$ cat config.mk
export PLATFORM = sky130hd
export DESIGN_NAME = sha256_message_hasher
export DESIGN_NICKNAME = d
export VERILOG_FILES = /design/src/rtl/core/sha_pkg.sv /design/src/rtl/core/sha_fifo.sv /design/src/rtl/core/sha_front.sv /design/src/rtl/core/sha_core.sv /design/src/rtl/core/sha256_message_hasher.sv
export VERILOG_INCLUDE_DIRS = /design/src /design/src/rtl/core
export SDC_FILE = /design/constraint.sdc
export NUM_CORES = 2
export LEC_CHECK = 0
export BUFFER_PORTS_ARGS = -buffer_cell sky130_fd_sc_hd__buf_4
export CAP_MARGIN = 40
export CORE_MARGIN = 5
export CORE_UTILIZATION = 35
export DETAILED_ROUTE_END_ITERATION = 6
export GPL_TIMING_DRIVEN = 1
export PLACE_DENSITY = 0.62
export SKIP_LAST_GASP = 1
export SLEW_MARGIN = 20
export SYNTH_ARGS = -nofsm -noshare
export SYNTH_HDL_FRONTEND = slang
export SYNTH_SLANG_ARGS = --single-unit
$ cat constraint.sdc
create_clock -name clk -period 17.9 [get_ports clk]
set_input_delay 1.79 -clock clk [delete_from_list [all_inputs] [get_ports clk]]
set_output_delay 1.79 -clock clk [all_outputs]
set_load 0.05 [all_outputs]
$ cat src/rtl/core/assert_macros.svh
// ----------------------------------------------------------------------------
// Assertion macros
// Shared concurrent assertion helpers for the RTL tree.
// ----------------------------------------------------------------------------
`ifndef ASSERT_MACROS_SVH
`define ASSERT_MACROS_SVH

`ifndef ASSERT_OFF
// Same-cycle implication, disabled while in reset.
`define ASSERT_IMPL(lbl, clk, rst_n, ante, cons, msg) \
    lbl: assert property (@(posedge clk) disable iff (!rst_n) (ante) |-> (cons)) \
        else $error(msg);
// Next-cycle implication, disabled while in reset.
`define ASSERT_NEXT(lbl, clk, rst_n, ante, cons, msg) \
    lbl: assert property (@(posedge clk) disable iff (!rst_n) (ante) |=> (cons)) \
        else $error(msg);
`else
`define ASSERT_IMPL(lbl, clk, rst_n, ante, cons, msg)
`define ASSERT_NEXT(lbl, clk, rst_n, ante, cons, msg)
`endif

`endif

$ cat src/rtl/core/sha_pkg.sv
// ----------------------------------------------------------------------------
// SHA-256 package
// Types, initial hash values, round constants and helper functions.
// ----------------------------------------------------------------------------
`default_nettype none

package sha_pkg;

    localparam int WordW   = 32;
    localparam int LenW    = 61;
    localparam int Rounds  = 64;
    localparam logic [7:0] PadByte = 8'h80;
    localparam logic [5:0] LenPos  = 6'd56;

    typedef struct packed {
        logic [WordW-1:0] word;
        logic             last_blk;
    } q_entry_t;

    typedef enum logic [1:0] {
        F_IDLE,
        F_PAD80,
        F_ZERO,
        F_LEN
    } front_state_t;

    typedef enum logic [1:0] {
        C_IDLE,
        C_ROUND,
        C_ADD,
        C_OUT
    } core_state_t;

    function automatic logic [WordW-1:0] iv_word(input logic [2:0] i);
        logic [WordW-1:0] v;
        case (i)
            3'd0:    v = 32'h6A09E667;
            3'd1:    v = 32'hBB67AE85;
            3'd2:    v = 32'h3C6EF372;
            3'd3:    v = 32'hA54FF53A;
            3'd4:    v = 32'h510E527F;
            3'd5:    v = 32'h9B05688C;
            3'd6:    v = 32'h1F83D9AB;
            3'd7:    v = 32'h5BE0CD19;
            default: v = 32'h6A09E667;
        endcase
        return v;
    endfunction

    function automatic logic [WordW-1:0] round_k(input logic [5:0] i);
        logic [WordW-1:0] k;
        case (i)
            6'd0:  k = 32'h428A2F98; 6'd1:  k = 32'h71374491;
            6'd2:  k = 32'hB5C0FBCF; 6'd3:  k = 32'hE9B5DBA5;
            6'd4:  k = 32'h3956C25B; 6'd5:  k = 32'h59F111F1;
            6'd6:  k = 32'h923F82A4; 6'd7:  k = 32'hAB1C5ED5;
            6'd8:  k = 32'hD807AA98; 6'd9:  k = 32'h12835B01;
            6'd10: k = 32'h243185BE; 6'd11: k = 32'h550C7DC3;
            6'd12: k = 32'h72BE5D74; 6'd13: k = 32'h80DEB1FE;
            6'd14: k = 32'h9BDC06A7; 6'd15: k = 32'hC19BF174;
            6'd16: k = 32'hE49B69C1; 6'd17: k = 32'hEFBE4786;
            6'd18: k = 32'h0FC19DC6; 6'd19: k = 32'h240CA1CC;
            6'd20: k = 32'h2DE92C6F; 6'd21: k = 32'h4A7484AA;
            6'd22: k = 32'h5CB0A9DC; 6'd23: k = 32'h76F988DA;
            6'd24: k = 32'h983E5152; 6'd25: k = 32'hA831C66D;
            6'd26: k = 32'hB00327C8; 6'd27: k = 32'hBF597FC7;
            6'd28: k = 32'hC6E00BF3; 6'd29: k = 32'hD5A79147;
            6'd30: k = 32'h06CA6351; 6'd31: k = 32'h14292967;
            6'd32: k = 32'h27B70A85; 6'd33: k = 32'h2E1B2138;
            6'd34: k = 32'h4D2C6DFC; 6'd35: k = 32'h53380D13;
            6'd36: k = 32'h650A7354; 6'd37: k = 32'h766A0ABB;
            6'd38: k = 32'h81C2C92E; 6'd39: k = 32'h92722C85;
            6'd40: k = 32'hA2BFE8A1; 6'd41: k = 32'hA81A664B;
            6'd42: k = 32'hC24B8B70; 6'd43: k = 32'hC76C51A3;
            6'd44: k = 32'hD192E819; 6'd45: k = 32'hD6990624;
            6'd46: k = 32'hF40E3585; 6'd47: k = 32'h106AA070;
            6'd48: k = 32'h19A4C116; 6'd49: k = 32'h1E376C08;
            6'd50: k = 32'h2748774C; 6'd51: k = 32'h34B0BCB5;
            6'd52: k = 32'h391C0CB3; 6'd53: k = 32'h4ED8AA4A;
            6'd54: k = 32'h5B9CCA4F; 6'd55: k = 32'h682E6FF3;
            6'd56: k = 32'h748F82EE; 6'd57: k = 32'h78A5636F;
            6'd58: k = 32'h84C87814; 6'd59: k = 32'h8CC70208;
            6'd60: k = 32'h90BEFFFA; 6'd61: k = 32'hA4506CEB;
            6'd62: k = 32'hBEF9A3F7; 6'd63: k = 32'hC67178F2;
            default: k = 32'h428A2F98;
        endcase
        return k;
    endfunction

    function automatic logic [WordW-1:0] rotr(input logic [WordW-1:0] x, input int n);
        return (x >> n) | (x << (WordW - n));
    endfunction

endpackage

`default_nettype wire

$ cat src/rtl/core/sha_fifo.sv
// ----------------------------------------------------------------------------
// SHA word queue
// Small register queue of schedule words between front and core.
// ----------------------------------------------------------------------------
`default_nettype none

module sha_fifo #(
    parameter int DEPTH = 4
) (
    input  wire logic              clk,
    input  wire logic              rst_n,
    input  wire logic              push,
    input  wire sha_pkg::q_entry_t push_data,
    output logic                   full,
    input  wire logic              pop,
    output logic                   q_valid,
    output sha_pkg::q_entry_t      q_data
);

    localparam int AW = (DEPTH > 1) ? $clog2(DEPTH) : 1;
    localparam int CW = $clog2(DEPTH + 1);

    sha_pkg::q_entry_t mem_reg [DEPTH];
    logic [AW-1:0] wr_ptr_reg, wr_ptr_next;
    logic [AW-1:0] rd_ptr_reg, rd_ptr_next;
    logic [CW-1:0] cnt_reg, cnt_next;

    assign full    = (cnt_reg == CW'(DEPTH));
    assign q_valid = (cnt_reg != '0);
    assign q_data  = mem_reg[rd_ptr_reg];

    always_comb
    begin
        wr_ptr_next = wr_ptr_reg;
        rd_ptr_next = rd_ptr_reg;
        cnt_next    = cnt_reg;
        if (push)
        begin
            wr_ptr_next = (wr_ptr_reg == AW'(DEPTH - 1)) ? '0 : wr_ptr_reg + 1'b1;
        end
        if (pop)
        begin
            rd_ptr_next = (rd_ptr_reg == AW'(DEPTH - 1)) ? '0 : rd_ptr_reg + 1'b1;
        end
        if (push && !pop)
        begin
            cnt_next = cnt_reg + 1'b1;
        end
        else if (pop && !push)
        begin
            cnt_next = cnt_reg - 1'b1;
        end
    end

    always_ff @(posedge clk or negedge rst_n)
    begin
        if (!rst_n)
        begin
            wr_ptr_reg <= '0;
            rd_ptr_reg <= '0;
            cnt_reg    <= '0;
        end
        else
        begin
            wr_ptr_reg <= wr_ptr_next;
            rd_ptr_reg <= rd_ptr_next;
            cnt_reg    <= cnt_next;
        end
    end

    always_ff @(posedge clk)
    begin
        if (push)
        begin
            mem_reg[wr_ptr_reg] <= push_data;
        end
    end

endmodule

`default_nettype wire

$ cat src/rtl/core/sha_front.sv
// ----------------------------------------------------------------------------
// SHA front end
// Accepts message bytes, packs them into words and inserts the padding.
// ----------------------------------------------------------------------------
`default_nettype none

module sha_front (
    input  wire logic         clk,
    input  wire logic         rst_n,
    input  wire logic         in_valid,
    output logic              in_stall,
    input  wire logic [7:0]   data_byte,
    input  wire logic         byte_present,
    input  wire logic         end_of_message,
    output logic              push,
    output sha_pkg::q_entry_t push_data,
    input  wire logic         full
);

    sha_pkg::front_state_t state_reg, state_next;
    logic [23:0]              word_reg;
    logic [5:0]               pos_reg;
    logic [5:0]               pos_inc;
    logic [2:0]               len_cnt_reg;
    logic [sha_pkg::LenW-1:0] len_reg;
    logic [63:0]              len_bits;
    logic                     accept;
    logic                     byte_req;
    logic [7:0]               byte_val;
    logic                     emit;

    assign in_stall = (state_reg != sha_pkg::F_IDLE) || full;
    assign accept   = in_valid && !in_stall;
    assign pos_inc  = pos_reg + 6'd1;
    assign len_bits = {len_reg, 3'b000};

    // next state
    always_comb
    begin
        state_next = state_reg;
        case (state_reg)
            sha_pkg::F_IDLE:
            begin
                if (accept && end_of_message)
                begin
                    state_next = sha_pkg::F_PAD80;
                end
            end
            sha_pkg::F_PAD80:
            begin
                if (emit)
                begin
                    state_next = (pos_inc == sha_pkg::LenPos) ? sha_pkg::F_LEN
                                                              : sha_pkg::F_ZERO;
                end
            end
            sha_pkg::F_ZERO:
            begin
                if (emit && pos_inc == sha_pkg::LenPos)
                begin
                    state_next = sha_pkg::F_LEN;
                end
            end
            sha_pkg::F_LEN:
            begin
                if (emit && len_cnt_reg == 3'd7)
                begin
                    state_next = sha_pkg::F_IDLE;
                end
            end
            default: state_next = sha_pkg::F_IDLE;
        endcase
    end

    // byte source
    always_comb
    begin
        byte_req = 1'b0;
        byte_val = 8'h00;
        case (state_reg)
            sha_pkg::F_IDLE:
            begin
                byte_req = accept && byte_present;
                byte_val = data_byte;
            end
            sha_pkg::F_PAD80:
            begin
                byte_req = 1'b1;
                byte_val = sha_pkg::PadByte;
            end
            sha_pkg::F_ZERO:
            begin
                byte_req = 1'b1;
            end
            sha_pkg::F_LEN:
            begin
                byte_req = 1'b1;
                byte_val = len_bits[{~len_cnt_reg, 3'b000} +: 8];
            end
            default:
            begin
                byte_req = 1'b0;
            end
        endcase
    end

    assign emit      = byte_req && !full;
    assign push      = emit && (pos_reg[1:0] == 2'd3);
    assign push_data = '{word: {word_reg, byte_val},
                         last_blk: (state_reg == sha_pkg::F_LEN) && (len_cnt_reg == 3'd7)};

    always_ff @(posedge clk or negedge rst_n)
    begin
        if (!rst_n)
        begin
            state_reg   <= sha_pkg::F_IDLE;
            pos_reg     <= '0;
            len_cnt_reg <= '0;
            len_reg     <= '0;
        end
        else
        begin
            state_reg <= state_next;
            if (emit)
            begin
                pos_reg <= pos_inc;
            end
            if (state_reg == sha_pkg::F_LEN && emit)
            begin
                len_cnt_reg <= len_cnt_reg + 3'd1;
            end
            // drop the length once the closing word is out
            if (push_data.last_blk && emit)
            begin
                len_reg <= '0;
            end
            else if (accept && byte_present)
            begin
                len_reg <= len_reg + 1'b1;
            end
        end
    end

    always_ff @(posedge clk)
    begin
        if (emit)
        begin
            word_reg <= {word_reg[15:0], byte_val};
        end
    end

endmodule

`default_nettype wire

$ cat src/rtl/core/sha_core.sv
// ----------------------------------------------------------------------------
// SHA compression core
// One round per cycle when fed, rolling schedule window, then digest output.
// ----------------------------------------------------------------------------
`default_nettype none

module sha_core (
    input  wire logic              clk,
    input  wire logic              rst_n,
    input  wire logic              q_valid,
    input  wire sha_pkg::q_entry_t q_data,
    output logic                   pop,
    output logic                   out_valid,
    input  wire logic              out_stall,
    output logic [31:0]            digest_word,
    output logic [2:0]             word_index,
    output logic                   last_word
);

    sha_pkg::core_state_t state_reg, state_next;
    logic [31:0] hash_reg [8];
    logic [31:0] var_reg  [8];
    logic [31:0] win_reg  [16];
    logic [5:0]  round_reg;
    logic [2:0]  idx_reg;
    logic        last_blk_reg;
    logic        in_load;
    logic        step;
    logic        out_xfer;
    logic [31:0] w_new, w_cur, s0, s1, t1, t2, a, e;

    assign in_load  = (round_reg[5:4] == 2'b00);
    assign out_xfer = out_valid && !out_stall;

    // next state
    always_comb
    begin
        state_next = state_reg;
        case (state_reg)
            sha_pkg::C_IDLE:
            begin
                if (q_valid)
                begin
                    state_next = sha_pkg::C_ROUND;
                end
            end
            sha_pkg::C_ROUND:
            begin
                if (step && round_reg == 6'd63)
                begin
                    state_next = sha_pkg::C_ADD;
                end
            end
            sha_pkg::C_ADD:
            begin
                state_next = last_blk_reg ? sha_pkg::C_OUT : sha_pkg::C_IDLE;
            end
            sha_pkg::C_OUT:
            begin
                if (out_xfer && idx_reg == 3'd7)
                begin
                    state_next = sha_pkg::C_IDLE;
                end
            end
            default: state_next = sha_pkg::C_IDLE;
        endcase
    end

    // outputs
    always_comb
    begin
        step      = 1'b0;
        pop       = 1'b0;
        out_valid = 1'b0;
        case (state_reg)
            sha_pkg::C_ROUND:
            begin
                step = !in_load || q_valid;
                pop  = in_load && q_valid;
            end
            sha_pkg::C_OUT:
            begin
                out_valid = 1'b1;
            end
            default:
            begin
                step = 1'b0;
            end
        endcase
    end

    assign digest_word = hash_reg[idx_reg];
    assign word_index  = idx_reg;
    assign last_word   = (idx_reg == 3'd7);

    // round datapath
    always_comb
    begin
        s0 = sha_pkg::rotr(win_reg[1], 7) ^ sha_pkg::rotr(win_reg[1], 18)
           ^ (win_reg[1] >> 3);
        s1 = sha_pkg::rotr(win_reg[14], 17) ^ sha_pkg::rotr(win_reg[14], 19)
           ^ (win_reg[14] >> 10);
        w_new = win_reg[0] + s0 + win_reg[9] + s1;
        w_cur = in_load ? q_data.word : w_new;
        a  = var_reg[0];
        e  = var_reg[4];
        t1 = var_reg[7]
           + (sha_pkg::rotr(e, 6) ^ sha_pkg::rotr(e, 11) ^ sha_pkg::rotr(e, 25))
           + ((e & var_reg[5]) ^ (~e & var_reg[6]))
           + sha_pkg::round_k(round_reg) + w_cur;
        t2 = (sha_pkg::rotr(a, 2) ^ sha_pkg::rotr(a, 13) ^ sha_pkg::rotr(a, 22))
           + ((a & var_reg[1]) ^ (a & var_reg[2]) ^ (var_reg[1] & var_reg[2]));
    end

    always_ff @(posedge clk or negedge rst_n)
    begin
        if (!rst_n)
        begin
            state_reg    <= sha_pkg::C_IDLE;
            round_reg    <= '0;
            idx_reg      <= '0;
            last_blk_reg <= 1'b0;
            for (int i = 0; i < 8; i++)
            begin
                hash_reg[i] <= sha_pkg::iv_word(3'(i));
            end
        end
        else
        begin
            state_reg <= state_next;
            if (step)
            begin
                round_reg <= round_reg + 6'd1;
            end
            if (pop)
            begin
                last_blk_reg <= q_data.last_blk;
            end
            if (state_reg == sha_pkg::C_ADD)
            begin
                for (int i = 0; i < 8; i++)
                begin
                    hash_reg[i] <= hash_reg[i] + var_reg[i];
                end
            end
            if (out_xfer)
            begin
                idx_reg <= idx_reg + 3'd1;
                // restore the initial values after the last word
                if (idx_reg == 3'd7)
                begin
                    for (int i = 0; i < 8; i++)
                    begin
                        hash_reg[i] <= sha_pkg::iv_word(3'(i));
                    end
                end
            end
        end
    end

    always_ff @(posedge clk)
    begin
        if (state_reg == sha_pkg::C_IDLE)
        begin
            for (int i = 0; i < 8; i++)
            begin
                var_reg[i] <= hash_reg[i];
            end
        end
        else if (step)
        begin
            var_reg[7] <= var_reg[6];
            var_reg[6] <= var_reg[5];
            var_reg[5] <= e;
            var_reg[4] <= var_reg[3] + t1;
            var_reg[3] <= var_reg[2];
            var_reg[2] <= var_reg[1];
            var_reg[1] <= a;
            var_reg[0] <= t1 + t2;
        end
        if (step)
        begin
            for (int i = 0; i < 15; i++)
            begin
                win_reg[i] <= win_reg[i+1];
            end
            win_reg[15] <= w_cur;
        end
    end

endmodule

`default_nettype wire

$ cat src/rtl/core/sha256_message_hasher.sv
// Streams a message one byte per transfer and returns its SHA-256 digest as
// eight 32-bit words, index 0 first, after the message's closing transfer.
// The front end takes at most one byte per cycle and packs words into a
// four-word queue; the compression core runs one round per cycle when it is
// not waiting on the queue. The first 16 rounds of a block consume queued
// words and so wait on the front end, which delivers one word per four bytes;
// 48 expansion rounds, a hash update step and a setup step follow. On a long
// message fed every cycle, throughput is therefore set by the byte rate
// during the load rounds plus the expansion rounds; input stalls whenever the
// queue is full. After the closing transfer the front end inserts the padding
// at one byte per cycle while the queue is not full; input stalls during the
// padding. Digest words then leave one per cycle when not stalled; new
// message bytes may be taken meanwhile until the queue fills.
// ----------------------------------------------------------------------------
// SHA-256 message hasher
// Top level: front end, word queue and compression core.
// ----------------------------------------------------------------------------
`default_nettype none
`include "assert_macros.svh"

module sha256_message_hasher #(
    parameter int QUEUE_DEPTH = 4
) (
    input  wire logic        clk,
    input  wire logic        rst_n,
    input  wire logic        in_valid,
    output logic             in_stall,
    input  wire logic [7:0]  data_byte,
    input  wire logic        byte_present,
    input  wire logic        end_of_message,
    output logic             out_valid,
    input  wire logic        out_stall,
    output logic [31:0]      digest_word,
    output logic [2:0]       word_index,
    output logic             last_word
);

    logic              push;
    logic              full;
    logic              pop;
    logic              q_valid;
    logic              out_xfer;
    sha_pkg::q_entry_t push_data;
    sha_pkg::q_entry_t q_data;

    assign out_xfer = out_valid && !out_stall;

    sha_front u_front (
        .clk            (clk),
        .rst_n          (rst_n),
        .in_valid       (in_valid),
        .in_stall       (in_stall),
        .data_byte      (data_byte),
        .byte_present   (byte_present),
        .end_of_message (end_of_message),
        .push           (push),
        .push_data      (push_data),
        .full           (full)
    );

    sha_fifo #(
        .DEPTH (QUEUE_DEPTH)
    ) u_fifo (
        .clk       (clk),
        .rst_n     (rst_n),
        .push      (push),
        .push_data (push_data),
        .full      (full),
        .pop       (pop),
        .q_valid   (q_valid),
        .q_data    (q_data)
    );

    sha_core u_core (
        .clk         (clk),
        .rst_n       (rst_n),
        .q_valid     (q_valid),
        .q_data      (q_data),
        .pop         (pop),
        .out_valid   (out_valid),
        .out_stall   (out_stall),
        .digest_word (digest_word),
        .word_index  (word_index),
        .last_word   (last_word)
    );

    `ASSERT_IMPL(a_no_push_full, clk, rst_n, push, !full, "push into full queue")
    `ASSERT_IMPL(a_no_pop_empty, clk, rst_n, pop, q_valid, "pop from empty queue")
    `ASSERT_NEXT(a_digest_run, clk, rst_n, out_xfer && !last_word, out_valid, "digest run broken")
    `ASSERT_NEXT(a_digest_end, clk, rst_n, out_xfer && last_word, !out_valid, "extra digest word")

endmodule

`default_nettype wire
**Word-level counts from Yosys, hierarchy flattened**

Memory sizes are Yosys's and may differ from the RTL's.
Index checks and enable logic that the tools add are counted.

- Register bits after elaboration: 371
- Memory bits (writable): 900
- Bits in read-only memories: 2048
- Input bits: 14
- Output and inout port bits: 38
- Word-level logic and storage cells: 190
- Memories kept: 4

- $add $sub $neg: 27
- Magnitude comparators: 1
- Equal/unequal tests: 21
- Shifts and indexed selects: 1
- Muxes and demuxes: 45
- Bitwise logic cells: 37
- Reductions and logical operators: 34

Memories:

| name | words | bits a word | read ports | clocked after memory_dff | wr ports | RTL line | text |
|---|---|---|---|---|---|---|---|
| (name not given) | 64 | 32 | 1 | 0 | 0 | sha_pkg.sv:52 | `case (i)` |
| u_core.win_reg | 16 | 32 | 16 | 0 | 16 | sha_core.sv:23 | `logic [31:0] win_reg [16];` |
| u_core.var_reg | 8 | 32 | 8 | 0 | 8 | sha_core.sv:22 | `logic [31:0] var_reg [8];` |
| u_fifo.mem_reg | 4 | 33 | 1 | 0 | 1 | sha_fifo.sv:23 | `sha_pkg::q_entry_t mem_reg [DEPTH];` |

Operator list:

| kind | count |
|---|---|
| 256-bit 2-to-1 mux | 3 |
| 32-bit adder | 18 |
| 32-bit 2-to-1 mux | 11 |
| 32-bit XOR | 9 |
| 32-bit AND | 5 |
| 61-bit 2-to-1 mux | 2 |
| 32-bit binary-select mux with 3-bit select | 1 |
| 64-bit by 7-bit variable part select with 8-bit output | 1 |
| 61-bit by 1-bit adder with 61-bit output, second input constant | 1 |
| 32-bit inverter | 1 |
| 10-bit by 32-bit bitwise OR with 32-bit output | 1 |
| 13-bit by 32-bit bitwise OR with 32-bit output | 1 |
| 14-bit by 32-bit bitwise OR with 32-bit output | 1 |
| 15-bit by 32-bit bitwise OR with 32-bit output | 1 |
| 19-bit by 32-bit bitwise OR with 32-bit output | 1 |
| 21-bit by 32-bit bitwise OR with 32-bit output | 1 |
| 25-bit by 32-bit bitwise OR with 32-bit output | 1 |
| 26-bit by 32-bit bitwise OR with 32-bit output | 1 |
| 30-bit by 32-bit bitwise OR with 32-bit output | 1 |
| 7-bit by 32-bit bitwise OR with 32-bit output | 1 |
| 32-bit by 22-bit XOR with 32-bit output | 1 |
| 32-bit by 29-bit XOR with 32-bit output | 1 |
| 8-bit one-hot mux with 3 select lines | 1 |
| 2-bit 2-to-1 mux | 10 |
| 26 further kinds | 91 |

**Logic depth before layout (Yosys ltp)**

- Depth in word-level cells: 12
- Gate-level depth with buffers: 45
- Mapped depth without buffers: 44

**Modules after synthesis**

A second synthesis with hierarchy kept.

- Cells, all modules: 7137
- Area, all modules: 77055.2 um^2

Modules (own cells, without submodules):

| module | times used | cells an instance | area an instance (um^2) | sequential area each (um^2) |
|---|---|---|---|---|
| sha_core | 1 | 6426 | 66591.4 | 29938.7 |
| sha_front | 1 | 501 | 5233.8 | 2522.4 |
| sha_fifo | 1 | 210 | 5230.0 | 4139.0 |

**Least setup slack after synthesis**

No wires, ideal clock.

- Path type: reg2reg
- Start point: register u_core.state_reg[1]
- End point: memory u_core.var_reg[0][0], enable pin
- Arrival time: 18.259 ns
- Required time: 16.673 ns
- Slack: -1.586 ns
- Stages on the path, launching flop included: 2
- Clock period less this slack: 19.486 ns
- Path through: dfrtp_1 o21ai_0

RTL lines:

| item | RTL line | text |
|---|---|---|
| from (decl) | sha_core.sv:20 | `sha_pkg::core_state_t state_reg, state_next;` |
| from (signal assigned) | sha_core.sv:119 | `state_reg <= sha_pkg::C_IDLE;` |
| from (signal assigned) | sha_core.sv:130 | `state_reg <= state_next;` |
| to (decl) | sha_core.sv:22 |  |

==> run summary <==
• gr usage total: 0.196
• Clk Tree Root Cell: sky130_fd_sc_hd__clkbuf_16
• top library cells by usage in the layout, fill and taps aside: sky130_fd_sc_hd__nand2_1 (1163), sky130_fd_sc_hd__edfxtp_1 (924), sky130_fd_sc_hd__a21oi_1 (513)
• Peak Freq: 91.3 MHz
• overflow left after global routing: 0
• nets@finish: 7636
• Fin Setup TNS: 0 ps
• delay contributed by the slowest stage of the critical path: 580 ps
• final worst path period share: 0.612
• Reg clk slew, reported paths: 60 ps
• area leader, netlist: sky130_fd_sc_hd__edfxtp_1
• total of warnings raised by yosys: 0
• setup bufs post-CTS: 0
• drt first-iter violations: 5100
• starting density of the core: 0.351
• total number of placement rows: 171
• maxcap violations: 0
• flip-flop count of the largest register, all copies and words added: 512
• async set-or-reset flop fraction in the synthesized netlist: 0.273
• endpoint required time on the critical path: 18420 ps
• post-route worst hold slack: 393 ps
• final worst-path setup slack: 6950 ps
• sequential share of the synthesized area: 0.480
• critical setup path kind: register to register
• crit-path max FO: 7
• DRC violation count after routing: 1
• Die W: 477 um
• ys flop type: sky130_fd_sc_hd__edfxtp_1
• Total Die Area: 227000 sq um
• crit start category: register
• area taken by flip-flops and latches: 36600 sq um
• area of the multi-input gates: 37100 sq um
• DR vias: 54600
• Post-synth EDFFs: 924
• failing checks: design-rule violations
• design area: 84800 sq um
• maximum clock skew at final layout: 59.5 ps
• Port Buf Inserts: 51
• crit path capture type: register
• Syn Std Cell Area: 76200 sq um
• number of buffers added by the clock tree synthesis step: 146
• pin count of the biggest net entering global routing: 196
• count of unique library cells instantiated by Yosys: 91
• DP Wirelength: 168000 um
• final setup vio count: 0
• hold-fix buffer count after cts: 0
• synthesized net count: 7658
• total wirelength of the detailed-routed design: 230000 um
• Avg Inst Size Synth: 10.9 sq um
• TritonCTS clock tree: yes
• arrival time worst endpoint: 11470 ps
• Area growth, synth to finish: 11.3%
• source-to-sink clock delay at the later pin of the worst-skew pair: 830 ps
• ranking of synthesized cells by area: sky130_fd_sc_hd__edfxtp_1 (36%), sky130_fd_sc_hd__dfrtp_1 (6.9%), sky130_fd_sc_hd__ha_1 (6.9%)
• minimum clock period: 10950 ps
• number of synthesized register bits: 1271
• synthesized netlist cell count: 7026
• number of hold violations in the final report: 0
• first-pass GRT wire length: 343000 um
• core outline area: 217000 sq um
• number of clock sinks: 1271
• Ports: 52
• Max clock buf depth: 3
• filler cell count: 21000
• detailed-route vias per instance: 5.47
• setup repair after global routing missed its margin: false
• cell type with the highest occurrence count on the critical path: sky130_fd_sc_hd__a21oi_1
• class of the tightest hold or removal check: register to register
• commonest non-fill, non-tap cell in the layout: sky130_fd_sc_hd__nand2_1
• status: finished with violations
• number of antenna violations at the first check in global routing: 6
• dpl cell area: 80000 sq um
• share of layout cells above drive strength 1: 0.101
• transition time at the pin with the least slew margin: 1060 ps
• via count of the first global-routing pass: 53100
• max-slew violation count: 0
• Setup Slack @ Placement: 7160 ps
• PostCTS Resize Cnt: 0
• headroom to the max-slew limit: 0.296
• count of antenna-violating nets left after detailed routing: 0
• First-pass DRT Iterations: 7
• Synth top area share: 0.364
• slowest stage cell, crit path: sky130_fd_sc_hd__fa_1
• floorplan die height: 477 um
• last weighted congestion value of the routability-driven placer: 0.959
• Routed wire per std cell: 23.0 um
• deepest level of the CTS H-tree: 4
==> path summary, 6_finish.rpt <==
kind / from / to / slack (ps) / cells past startpoint
worst max-delay path: u_core.win_reg[1][212]$_DFFE_PP_ / u_core.var_reg[0][30]$_DFFE_PP_ / 6950 / 41
worst min-delay path: u_core.win_reg[0][130]$_DFFE_PP_ / u_core.win_reg[0][98]$_DFFE_PP_ / 390 / 0
worst max register to register: u_core.win_reg[1][212]$_DFFE_PP_ / u_core.var_reg[0][30]$_DFFE_PP_ / 6950 / 41
worst min register to register: u_core.win_reg[0][130]$_DFFE_PP_ / u_core.win_reg[0][98]$_DFFE_PP_ / 390 / 0
max in group asynchronous: rst_n / u_fifo.wr_ptr_reg[0]$_DFFE_PN0P_ / 14050 / 5
min in group asynchronous: rst_n / u_core.word_index[2]$_DFFE_PN0P_ / 1030 / 1
==> routing by layer <==
| metal | vias to the layer above | track usage | wire (um) |
|---|---|---|---|
| li1 | 25000 | - | - |
| met1 | 27300 | 0.268 | 99700 |
| met2 | 1950 | 0.312 | 105000 |
| met3 | 391 | 0.0303 | 14300 |
| met4 | 2 | 0.0810 | 10300 |
| met5 | - | 0 | 15 |
==> worst max-delay path, delay by kind of cell (launching register included) <==
| family | cells | cell delay [ps] |
|---|---|---|
| adder cells (fa/ha/maj) | 9 | 3930 |
| AO/OA/AOI/OAI | 18 | 3610 |
| XOR/XNOR | 5 | 1350 |
| AND/OR/NAND/NOR | 6 | 980 |
| flip-flops | 1 | 470 |
| buffers and inverters | 3 | 320 |
==> logic make-up (layout without fill, tap and decap cells) <==
logic type,Yosys count,in the layout,synth area share
xor gates and xnor gates,614,614,0.0707
buffers and inverters,688,788,0.0342
DFF,1271,1271,0.480
adders and majority gates,635,635,0.123
and+or+nand+nor,2015,2015,0.115
muxes,217,217,0.0482
AOI/OAI and AO/OA,1586,1586,0.129
other,0,1,0
==> synthesized netlist by cell type, types with 56 or more instances <==
library cell / n
sky130_fd_sc_hd__a21o_1: 188
sky130_fd_sc_hd__o21ai_0: 397
sky130_fd_sc_hd__nand2b_1: 67
sky130_fd_sc_hd__mux4_2: 114
sky130_fd_sc_hd__xor2_1: 219
sky130_fd_sc_hd__nand3_1: 120
sky130_fd_sc_hd__xnor2_1: 394
sky130_fd_sc_hd__ha_1: 422
sky130_fd_sc_hd__nand2_1: 1164
sky130_fd_sc_hd__a21oi_1: 513
sky130_fd_sc_hd__dfstp_2: 136
sky130_fd_sc_hd__nor2_1: 307
sky130_fd_sc_hd__fa_1: 196
sky130_fd_sc_hd__o211ai_1: 95
sky130_fd_sc_hd__dfrtp_1: 211
sky130_fd_sc_hd__inv_1: 369
sky130_fd_sc_hd__nor3_1: 74
sky130_fd_sc_hd__and3_1: 56
sky130_fd_sc_hd__edfxtp_1: 924
sky130_fd_sc_hd__clkbuf_1: 279
==> stage by stage <==
stage | utilization | cells
floorplan | - | 7026
global placement | 0.367 | 9678
detailed placement | 0.369 | 9701
CTS | 0.390 | 9971
global route | 0.391 | 9981
finish | 0.391 | 9981
==> area by class of cell <==
cell class | count | area share
Multi-Input combinational cell | 5067 | 0.437
Sequential cell | 1271 | 0.432
Clock buffer | 186 | 0.0460
Tap cell | 2854 | 0.0421
Timing Repair Buffer | 148 | 0.0166
Inverter | 370 | 0.0165
Clock inverter | 84 | 0.00994
Antenna cell | 1 | 0.0000295
Power is not shown: default switching activity piles up to over one toggle a cycle in this logic, so the estimate is an artifact.
